===== src/design/pmc_pkg.sv =====
// Shared types and constants for the PS/2 mouse packet cursor unit.
// Used by the front, the packet queue, the back and the top level.
package pmc_pkg;

	localparam int SCREEN_COLUMNS = 80;
	localparam int SCREEN_ROWS = 25;

	localparam int COL_W = 7;
	localparam int ROW_W = 5;
	localparam int TAB_W = 3;
	localparam int RES_W = 2 * COL_W + 2 * ROW_W + 1 + TAB_W;
	localparam int TDATA_OUT_W = ((RES_W + 7) / 8) * 8;

	localparam logic [TAB_W-1:0] TAB_NONE = 3'd0;
	localparam logic [TAB_W-1:0] TAB_ONE = 3'd1;
	localparam logic [TAB_W-1:0] TAB_TWO = 3'd2;
	localparam logic [TAB_W-1:0] TAB_THREE = 3'd3;
	localparam logic [TAB_W-1:0] TAB_FOUR = 3'd4;

	typedef struct packed {
		logic [7:0] y_byte;
		logic [7:0] x_byte;
		logic [7:0] status;
	} packet_t;

	typedef struct packed {
		logic full;
		logic empty;
	} q_stat_t;

	typedef struct packed {
		logic [TAB_W-1:0] tab_hit;
		logic left_pressed;
		logic [ROW_W-1:0] old_y;
		logic [COL_W-1:0] old_x;
		logic [ROW_W-1:0] cursor_y;
		logic [COL_W-1:0] cursor_x;
	} result_t;

endpackage


===== src/design/ps2_mouse_packet_cursor_unit.sv =====
// A result reaches m_tvalid through two registers: the packet queue entry, then the output register.
// Throughput: one byte per cycle; the front stalls only on a third byte while
// the two-entry packet queue is full, which the output register's stall sets.
// Reset (arst_n low, asynchronous): byte phase to status byte, queue and output
// emptied, cursor to column 0, row 0.
// Top level: front, packet queue and back; depends on pmc_pkg.
module ps2_mouse_packet_cursor_unit (
	input  logic                                clk,
	input  logic                                arst_n,
	input  logic                                s_tvalid,
	output logic                                s_tready,
	input  logic [7:0]                          s_tdata,  // data_byte[7:0]
	output logic                                m_tvalid,
	input  logic                                m_tready,
	// cursor_x[6:0], cursor_y[11:7], old_x[18:12], old_y[23:19],
	// left_pressed[24], tab_hit[27:25], zero[31:28]
	output logic [pmc_pkg::TDATA_OUT_W-1:0]     m_tdata
);

	pmc_pkg::q_stat_t q_stat;
	pmc_pkg::packet_t push_pkt;
	pmc_pkg::packet_t head;
	pmc_pkg::result_t res;
	logic             push;
	logic             pop;

	pmc_front u_front (
		.clk      (clk),
		.arst_n   (arst_n),
		.s_tvalid (s_tvalid),
		.s_tready (s_tready),
		.s_tdata  (s_tdata),
		.q_stat   (q_stat),
		.push     (push),
		.push_pkt (push_pkt)
	);

	pmc_queue u_queue (
		.clk      (clk),
		.arst_n   (arst_n),
		.push     (push),
		.push_pkt (push_pkt),
		.pop      (pop),
		.head     (head),
		.q_stat   (q_stat)
	);

	pmc_back u_back (
		.clk      (clk),
		.arst_n   (arst_n),
		.head     (head),
		.q_stat   (q_stat),
		.pop      (pop),
		.m_tvalid (m_tvalid),
		.m_tready (m_tready),
		.res      (res)
	);

	assign m_tdata = {{(pmc_pkg::TDATA_OUT_W - pmc_pkg::RES_W){1'b0}}, res};

endmodule


===== src/design/pmc_front.sv =====
// Front part: accepts mouse bytes and groups them into three-byte packets.
// Depends on pmc_pkg; pushes complete packets into the packet queue.
module pmc_front (
	input  logic              clk,
	input  logic              arst_n,
	input  logic              s_tvalid,
	output logic              s_tready,
	input  logic [7:0]        s_tdata,   // data_byte[7:0]
	input  pmc_pkg::q_stat_t  q_stat,
	output logic              push,
	output pmc_pkg::packet_t  push_pkt
);

	typedef enum logic [2:0] {
		PH_STATUS = 3'b001,
		PH_XDELTA = 3'b010,
		PH_YDELTA = 3'b100
	} phase_t;

	phase_t     phase_q;
	logic [7:0] status_q;
	logic [7:0] x_byte_q;
	logic       accept;

	assign s_tready = (phase_q != PH_YDELTA) || !q_stat.full;
	assign accept = s_tvalid && s_tready;
	assign push = accept && (phase_q == PH_YDELTA);
	assign push_pkt = '{y_byte: s_tdata, x_byte: x_byte_q, status: status_q};

	always_ff @(posedge clk or negedge arst_n) begin
		if (!arst_n) begin
			phase_q <= PH_STATUS;
		end else if (accept) begin
			unique case (phase_q)
				PH_XDELTA: phase_q <= PH_YDELTA;
				PH_YDELTA: phase_q <= PH_STATUS;
				default:   phase_q <= PH_XDELTA;
			endcase
		end
	end

	always_ff @(posedge clk) begin
		if (accept && phase_q == PH_XDELTA) begin
			x_byte_q <= s_tdata;
		end
		if (accept && phase_q != PH_XDELTA && phase_q != PH_YDELTA) begin
			status_q <= s_tdata;
		end
	end

endmodule


===== src/design/pmc_queue.sv =====
// Two-entry packet queue between the front and the back.
// Depends on pmc_pkg for the packet and status types.
module pmc_queue (
	input  logic              clk,
	input  logic              arst_n,
	input  logic              push,
	input  pmc_pkg::packet_t  push_pkt,
	input  logic              pop,
	output pmc_pkg::packet_t  head,
	output pmc_pkg::q_stat_t  q_stat
);

	pmc_pkg::packet_t entry_q [2];
	logic             wr_ptr_q;
	logic             rd_ptr_q;
	logic [1:0]       count_q;

	assign head = entry_q[rd_ptr_q];
	assign q_stat = '{full: count_q == 2'd2, empty: count_q == 2'd0};

	always_ff @(posedge clk or negedge arst_n) begin
		if (!arst_n) begin
			wr_ptr_q <= 1'b0;
			rd_ptr_q <= 1'b0;
			count_q <= 2'd0;
		end else begin
			if (push) begin
				wr_ptr_q <= !wr_ptr_q;
			end
			if (pop) begin
				rd_ptr_q <= !rd_ptr_q;
			end
			priority if (push && !pop) begin
				count_q <= count_q + 2'd1;
			end else if (pop && !push) begin
				count_q <= count_q - 2'd1;
			end else begin
				count_q <= count_q;
			end
		end
	end

	always_ff @(posedge clk) begin
		if (push) begin
			entry_q[wr_ptr_q] <= push_pkt;
		end
	end

`ifndef ASSERT_OFF
	a_no_push_full: assert property (@(posedge clk) disable iff (!arst_n)
		push |-> !q_stat.full) else $error("push into full queue");
	a_no_pop_empty: assert property (@(posedge clk) disable iff (!arst_n)
		pop |-> !q_stat.empty) else $error("pop from empty queue");
	a_count_bound: assert property (@(posedge clk) disable iff (!arst_n)
		count_q != 2'd3) else $error("queue count out of range");
`endif

endmodule


===== src/design/pmc_back.sv =====
// Back part: applies a packet to the cursor and registers the result.
// Depends on pmc_pkg; pops packets from the packet queue.
module pmc_back (
	input  logic              clk,
	input  logic              arst_n,
	input  pmc_pkg::packet_t  head,
	input  pmc_pkg::q_stat_t  q_stat,
	output logic              pop,
	output logic              m_tvalid,
	input  logic              m_tready,
	output pmc_pkg::result_t  res
);

	localparam logic signed [9:0] XMax = 10'(pmc_pkg::SCREEN_COLUMNS - 1);
	localparam logic signed [9:0] YMax = 10'(pmc_pkg::SCREEN_ROWS - 1);

	logic [pmc_pkg::COL_W-1:0] pos_x_q;
	logic [pmc_pkg::ROW_W-1:0] pos_y_q;
	logic                      valid_q;
	pmc_pkg::result_t          res_q;

	logic signed [9:0]         dx;
	logic signed [9:0]         dy;
	logic signed [9:0]         sum_x;
	logic signed [9:0]         sum_y;
	logic [pmc_pkg::COL_W-1:0] new_x;
	logic [pmc_pkg::ROW_W-1:0] new_y;
	logic                      left;
	logic [pmc_pkg::TAB_W-1:0] tab;

	assign pop = !q_stat.empty && (!valid_q || m_tready);
	assign m_tvalid = valid_q;
	assign res = res_q;
	assign left = head.status[0];

	always_comb begin
		dx = $signed({head.status[4], head.status[4], head.x_byte});
		dy = $signed({head.status[5], head.status[5], head.y_byte});
		sum_x = $signed({3'b000, pos_x_q}) + dx;
		sum_y = $signed({5'b00000, pos_y_q}) - dy;
		priority if (sum_x < 10'sd0) begin
			new_x = '0;
		end else if (sum_x > XMax) begin
			new_x = XMax[pmc_pkg::COL_W-1:0];
		end else begin
			new_x = sum_x[pmc_pkg::COL_W-1:0];
		end
		priority if (sum_y < 10'sd0) begin
			new_y = '0;
		end else if (sum_y > YMax) begin
			new_y = YMax[pmc_pkg::ROW_W-1:0];
		end else begin
			new_y = sum_y[pmc_pkg::ROW_W-1:0];
		end
		priority if (!left || pos_y_q != '0) begin
			tab = pmc_pkg::TAB_NONE;
		end else if (pos_x_q < 7'd8) begin
			tab = pmc_pkg::TAB_ONE;
		end else if (pos_x_q > 7'd10 && pos_x_q < 7'd19) begin
			tab = pmc_pkg::TAB_TWO;
		end else if (pos_x_q > 7'd21 && pos_x_q < 7'd30) begin
			tab = pmc_pkg::TAB_THREE;
		end else if (pos_x_q > 7'd32 && pos_x_q < 7'd41) begin
			tab = pmc_pkg::TAB_FOUR;
		end else begin
			tab = pmc_pkg::TAB_NONE;
		end
	end

	always_ff @(posedge clk or negedge arst_n) begin
		if (!arst_n) begin
			pos_x_q <= '0;
			pos_y_q <= '0;
			valid_q <= 1'b0;
		end else begin
			if (pop) begin
				pos_x_q <= new_x;
				pos_y_q <= new_y;
				valid_q <= 1'b1;
			end else if (m_tready) begin
				valid_q <= 1'b0;
			end
		end
	end

	always_ff @(posedge clk) begin
		if (pop) begin
			res_q <= '{tab_hit: tab, left_pressed: left, old_y: pos_y_q, old_x: pos_x_q,
				cursor_y: new_y, cursor_x: new_x};
		end
	end

`ifndef ASSERT_OFF
	a_x_on_screen: assert property (@(posedge clk) disable iff (!arst_n)
		pos_x_q <= XMax[pmc_pkg::COL_W-1:0]) else $error("cursor column off screen");
	a_y_on_screen: assert property (@(posedge clk) disable iff (!arst_n)
		pos_y_q <= YMax[pmc_pkg::ROW_W-1:0]) else $error("cursor row off screen");
	a_tab_needs_press: assert property (@(posedge clk) disable iff (!arst_n)
		(valid_q && res_q.tab_hit != pmc_pkg::TAB_NONE) |->
			(res_q.left_pressed && res_q.old_y == '0))
		else $error("tab hit without left press on top row");
	a_pos_tracks_result: assert property (@(posedge clk) disable iff (!arst_n)
		$past(pop) |-> (res_q.cursor_x == pos_x_q && res_q.cursor_y == pos_y_q))
		else $error("result does not match cursor state");
`endif

endmodule


===== config.mk =====
export PLATFORM = sky130hd
export DESIGN_NAME = ps2_mouse_packet_cursor_unit
export DESIGN_NICKNAME = d
export VERILOG_FILES = /design/src/design/pmc_pkg.sv /design/src/design/ps2_mouse_packet_cursor_unit.sv /design/src/design/pmc_front.sv /design/src/design/pmc_queue.sv /design/src/design/pmc_back.sv
export SDC_FILE = /design/constraint.sdc
export NUM_CORES = 1
export LEC_CHECK = 0
export BUFFER_PORTS_ARGS = -buffer_cell sky130_fd_sc_hd__buf_2
export CORE_AREA = 3 3 113 115
export CTS_BUF_LIST = sky130_fd_sc_hd__clkbuf_2 sky130_fd_sc_hd__clkbuf_4 sky130_fd_sc_hd__clkbuf_8
export DETAILED_ROUTE_END_ITERATION = 6
export DIE_AREA = 0 0 116 118
export PLACE_DENSITY_LB_ADDON = 0.15
export SLEW_MARGIN = 40
export SYNTH_ARGS = -nofsm -noshare
export SYNTH_HDL_FRONTEND = slang
export SYNTH_SLANG_ARGS = --single-unit

===== constraint.sdc =====
create_clock -name clk -period 3.1 [get_ports clk]
set_input_delay 0.465 -clock clk [delete_from_list [all_inputs] [get_ports clk]]
set_output_delay 0.465 -clock clk [all_outputs]
set_load 0.01 [all_outputs]

== Word-level counts from Yosys, hierarchy flattened ==
Memories as Yosys holds them, arrays and structs flattened.
Index checks and enable logic that the tools add are counted.
Operators by class
  shifts and indexed selects: 0
  reductions and logical operators: 28
  equal/unequal tests: 5
  add/subtract/negate cells: 4
  divide/modulo/power cells: 0
  $lt $le $gt $ge: 11
  muxes and demuxes: 15
  bitwise gates (word level): 0
  multipliers: 0
Operators with widths (count)
  $lt 10x1->1 const B: 2
  $lt 7x5->1 const B: 2
  $mux 7: 2
  $logic_and 1x1->1: 11
  $add 8x9->10: 1
  $gt 10x6->1 const B: 1
  $gt 10x8->1 const B: 1
  $mux 5: 2
  $sub 6x9->10: 1
  $logic_not 1->1: 8
  $mux 2: 4
  $gt 7x4->1 const B: 1
  $gt 7x5->1 const B: 1
  $gt 7x6->1 const B: 1
  $lt 7x4->1 const B: 1
  $lt 7x6->1 const B: 1
  $pmux 3 s2: 1
  $mux 1: 5
  $reduce_bool 5->1: 1
  $reduce_bool 2->1: 2
  $reduce_or 4->1: 1
  $eq 3x2->1 const B: 1
  $eq 3x3->1 const B: 1
  $logic_or 1x1->1: 3
  other kinds (8): 8
Word-level totals
  input port bits: 12
  output and inout port bits: 34
  latch bits: 0
  register bits after elaboration: 64
  memories kept: 1
  bits in writable memories: 48
  word-level logic and storage cells: 81
  ROM bits: 0
Memory list
  u_queue.entry_q: words 2, bits a word 24, rd ports 1, clocked after memory_dff 0, wr ports 1, line pmc_queue.sv:13  | pmc_pkg::packet_t entry_q [2];

== Logic depth before layout (Yosys ltp) ==
  depth in word-level cells: 9
  depth in mapped cells: 12
  gate-level depth less buffers: 10

== Cells and area by module ==
From an unflattened synthesis, not the netlist that was laid out.
Unflattened totals
  cells, all modules: 332
  area total of the unflattened synthesis: 5012.3 um^2
By module, submodules not included
  pmc_back: cells each 195, area an instance 2229.6 um^2, seq. area each 1166.1 um^2, instances 1
  pmc_queue: cells each 91, area an instance 2020.7 um^2, seq. area each 1541.5 um^2, instances 1
  pmc_front: cells each 41, area an instance 728.2 um^2, seq. area each 556.8 um^2, instances 1
  ps2_mouse_packet_cursor_unit: cells each 5, area an instance 33.8 um^2, seq. area each 0.0 um^2, instances 1

== Worst setup path before layout ==
No wires, ideal clock.
  path type: flip-flop to flip-flop
  from: register u_queue.rd_ptr_q
  to: register u_back.res_q, in the netlist u_back.res[0] (data pin)
  arrival time: 3.024 ns
  period minus slack after synthesis: 3.298 ns
  library setup time: 0.273 ns
  path slack: -0.198 ns
  cell stages (with the launch flop): 13
  cell sequence: dfrtp_1 > buf_4 > buf_6 > clkbuf_1 > mux2_2 > ha_1 > clkbuf_1 > nand2_1 > o21ai_0 > nand2_1 > o41a_1 > a211oi_1 > a311oi_1
On the way
  cells in the longest elaborated chain, start to end: 5
RTL lines
  start, declared: line pmc_queue.sv:15  | logic rd_ptr_q;
  start signal, assigned: line pmc_queue.sv:31  | rd_ptr_q <= !rd_ptr_q;
  $mem_v2 2x24 *
  $add 8x9->10 *: line pmc_back.sv:39  | sum_x = $signed({3'b000, pos_x_q}) + dx;
  $gt 10x8->1: line pmc_back.sv:43  | end else if (sum_x > XMax) begin
  $mux 7: line pmc_back.sv:43
  $mux 7 *: line pmc_back.sv:41  | priority if (sum_x < 10'sd0) begin
  net u_back.new_x, one bit: line pmc_back.sv:26  | logic [pmc_pkg::COL_W-1:0] new_x;
  end signal, assigned: line pmc_back.sv:88  | res_q <= '{tab_hit: tab, left_pressed: left, old_y: pos_y_q, old_x: pos_x_q,
  end, declared: line pmc_back.sv:20  | pmc_pkg::result_t res_q;
The timed path passes the listed nets; every way through them passes the cells marked *.
A chain may end at the register's enable or synchronous reset.

== Worst setup path after layout ==
Ends and elaborated chain as after synthesis.

==> results by group <==
Logic synthesis
  • Main area contributors after synthesis: edfxtp_1, dfrtp_1, ha_1
  • YS warnings: 0
  • Async S/R FF share, synth: 20.6%
  • Synth Register Bits: 97
  • Post-synth EDFFs: 77
  • Cell taking the most area after synthesis: edfxtp_1
  • Synth unique cells: 55
  • Mean post-synth cell area: 13.3 um2
  • Area share of the leading cell type in the synthesized netlist: 51.4%
  • Synth Cell Area: 0.00450 mm2
  • Register area share after synthesis: 62.5%
  • Syn Inst Count: 339
  • Most used DFF post-synth: edfxtp_1

Global routing
  • Vias in the first global route: 2771
  • Largest net degree at the start of global routing: 21
  • Total Routing Usage GR: 14.3%
  • Global-route wire length before repair: 14800 um
  • Remaining Overflow, GRT: 0
  • Initial antenna violation count: 0

Die
  • Chip Height: 118 um
  • IO Pins: 46
  • Std-Cell Core Area: 0.0119 mm2
  • Die ar.: 0.0137 mm2
  • Initial Utilization: 37.8%
  • Num rows: 40
  • Die W: 116 um

Worst setup path
  • Worst setup SP type: register
  • Crit. End Element: register
  • Critical Path Slowest Stage Cell: dfrtp_1
  • Critical Path, Cell by Cell: buf_6, mux2_2, ha_1, o21ai_1, a21oi_4, o31a_1, o41a_1, a211oi_1, a311oi_1
  • CP Data Required Time: 3.20 ns
  • Arr. time, crit path: 3.07 ns
  • CP max FO: 12
  • Setup CP Type: reg -> reg
  • Critical path's largest stage delay: 0.43 ns

Pwr
  • Clock share of power: 16.0%
  • Worst-case vdd ir drop: 0.306 mV
  • Logic pwr share: 47.8%
  • Internal: 3.48 mW
  • Overall Power: 5.78 mW
  • PD cells: 1110 mW/mm2
  • Sw Ratio: 39.8%
  • Net switching power: 2.30 mW
  • Cell leakage power: 1.98 nW
  • Register share of total power: 36.2%

STA
  • Fmax: 337 MHz
  • Final min period: 2.97 ns
  • Fin. max-slew vios: 0
  • Final hold violation count: 0
  • Clk_skew: 0.0138 ns
  • Slew at the pin closest to its max-slew limit: 0.699 ns
  • Final Worst Setup Slack: 0.129 ns
  • Relative slew slack: 53.3%
  • Period utilization: 95.8%
  • Fin Setup TNS: 0 ns
  • RSZ-0062 raised after global routing: no
  • Setup violations, final: 0

Placement
  • Inst Count DP: 536
  • Port-buffer cells: 41
  • Detail Placement HPWL: 6750 um
  • Final Wtd Congestion: 0.849
  • Pre-CTS WS: 0.171 ns

Cells and area
  • Commonest non-fill, non-tap cell in the layout: edfxtp_1
  • Commonest cells after routing, fill and taps aside: edfxtp_1, buf_2, nor2_1, nand2_1, dfrtp_1
  • Area Growth Syn to Fin: 16.0%
  • Ant. Diodes: 0
  • Nets@finish: 427
  • Share of cells above drive strength 1: 24.7%
  • Final cell count without fillers: 552

Routing
  • Routed len/inst: 16.5 um
  • DR vias: 2866
  • Drt total wl: 9130 um
  • Post-DRT Antenna Nets: 0
  • Via-per-instance ratio: 5.19
  • Initial DRT Pass Iterations: 4
  • Initial DRC Count: 159
  • Drt drc: 0

Clock network
  • Resized Gates After CTS: 0
  • Clock latency on the worst-skew pair: 0.37 ns
  • CTS sink count: 97
  • Clk buf depth: 2
  • CTS root buf: clkbuf_8
  • Post-CTS Setup Bufs: 0
  • CTS tree: built
  • H-tree depth: 3
  • Cts-stage hold buffer count: 0
  • Total CTS buffers: 9
  • Clock slew at reported path FFs: 0.10 ns

Status
  • Outcome: complete, no violations

Flow run
  • Max-cap violations: 0

Min path
  • Worst Hold Class: in -> async
per-layer routing:
layer  up-vias  global-route usage (%)  routed length [um]
met5         -                       0                   0
met4         0                    6.09                 142
met3        10                    2.93                 367
met2        69                    21.7                4260
met1      1386                    19.8                4360
li1       1401                       -                   -
critical path, delay by kind of cell, from the launching register on:
kind	cells	cell delay [ns]
fa+ha+maj	1	0.33
buf+inv	1	0.20
compound gates	6	1.38
mux	1	0.35
flops	1	0.43
cell type report:
type	count	area (um2)
repair buffers	60	352
inverters	10	37.5
fillers	1133	6690
flip-flops and latches	97	2810
clock inverters	6	92.6
well taps	147	184
clock buffers	10	131
multi-input cells	222	1610
state kept, by name, summed over array words and instances (netlist names):
signal	flops
u_queue.count_q	2
u_front.phase_q	3
u_back.res	28
u_back.pos_x_q	7
u_back.m_tvalid	1
u_queue.rd_ptr_q	1
u_front.status_q	3
u_queue.wr_ptr_q	1
u_queue.entry_q	38
u_front.x_byte_q	8
u_back.pos_y_q	5
synth_stat cells (2+ instances only):
library cell / instances
edfxtp_1: 77
nor2_1: 27
nand2_1: 21
dfrtp_1: 19
ha_1: 13
mux2i_1: 12
o21ai_0: 12
inv_1: 10
a21oi_1: 9
mux2_2: 9
nand3_1: 9
nor3_1: 9
xnor2_1: 9
o21ai_1: 8
o21a_1: 7
clkbuf_1: 6
buf_4: 5
nor2b_1: 5
o211ai_1: 5
o31a_1: 5
or3_1: 5
xor2_1: 5
nand2b_1: 4
a211oi_1: 3
a31oi_1: 3
o41ai_2: 3
a21o_1: 2
a311oi_1: 2
a41oi_1: 2
and2_1: 2
fa_1: 2
nor4_1: 2
nor4_2: 2
nor4b_1: 2
o211a_1: 2
o31ai_1: 2
worst paths after layout:
path	from	end	slack, ns	depth (start not counted)
max	u_queue.rd_ptr_q	u_back.res[0]	0.13	9
min	arst_n	u_queue.wr_ptr_q	0.07	1
max reg2reg	u_queue.rd_ptr_q	u_back.res[0]	0.13	9
min reg2reg	u_front.x_byte_q[6]	u_queue.entry_q[0][14]	0.45	0
max in group asynchronous	arst_n	u_back.pos_x_q[4]	2.65	1
min in group clk	s_tdata[3]	u_queue.entry_q[1][19]	0.30	1
through the flow:
stage                     cell area [um2]  hold WS [ns]  utilization (%)
after floorplan                      4510         0.169                -
after global placement               4970         0.423             41.7
after detailed placement             4970         0.431             41.7
after CTS                            5190        0.0813             43.6
after global routing                 5220        0.0886             43.8
final                                5220        0.0735             43.8
power groups by stage:
| stage | clock [mW] | sequential (mW) | combinational (mW) |
|---|---|---|---|
| after floorplan | 0 | 2.15 | 1.82 |
| after global placement | 0 | 2.12 | 2.69 |
| after detailed placement | 0 | 2.13 | 2.70 |
| after CTS | 0.951 | 2.10 | 2.72 |
| after global routing | 0.997 | 2.14 | 3.08 |
| final | 0.924 | 2.09 | 2.76 |
logic make-up (layout without fill, tap and decap cells):
logic type                 count (synthesis)  in the layout  synth area share [%]
muxes                                     23             23                  5.48
buffers and inverters                     23             86                  2.50
and+or+nand+nor                           91             91                  9.96
xor gates and xnor gates                  14             14                  2.73
other                                      1              4                0.0833
DFF                                       97             97                  62.5
AOI/OAI and AO/OA                         75             75                  12.2
adders and majority gates                 15             15                  4.51
Note: power is estimated with default switching activity, not from simulation.
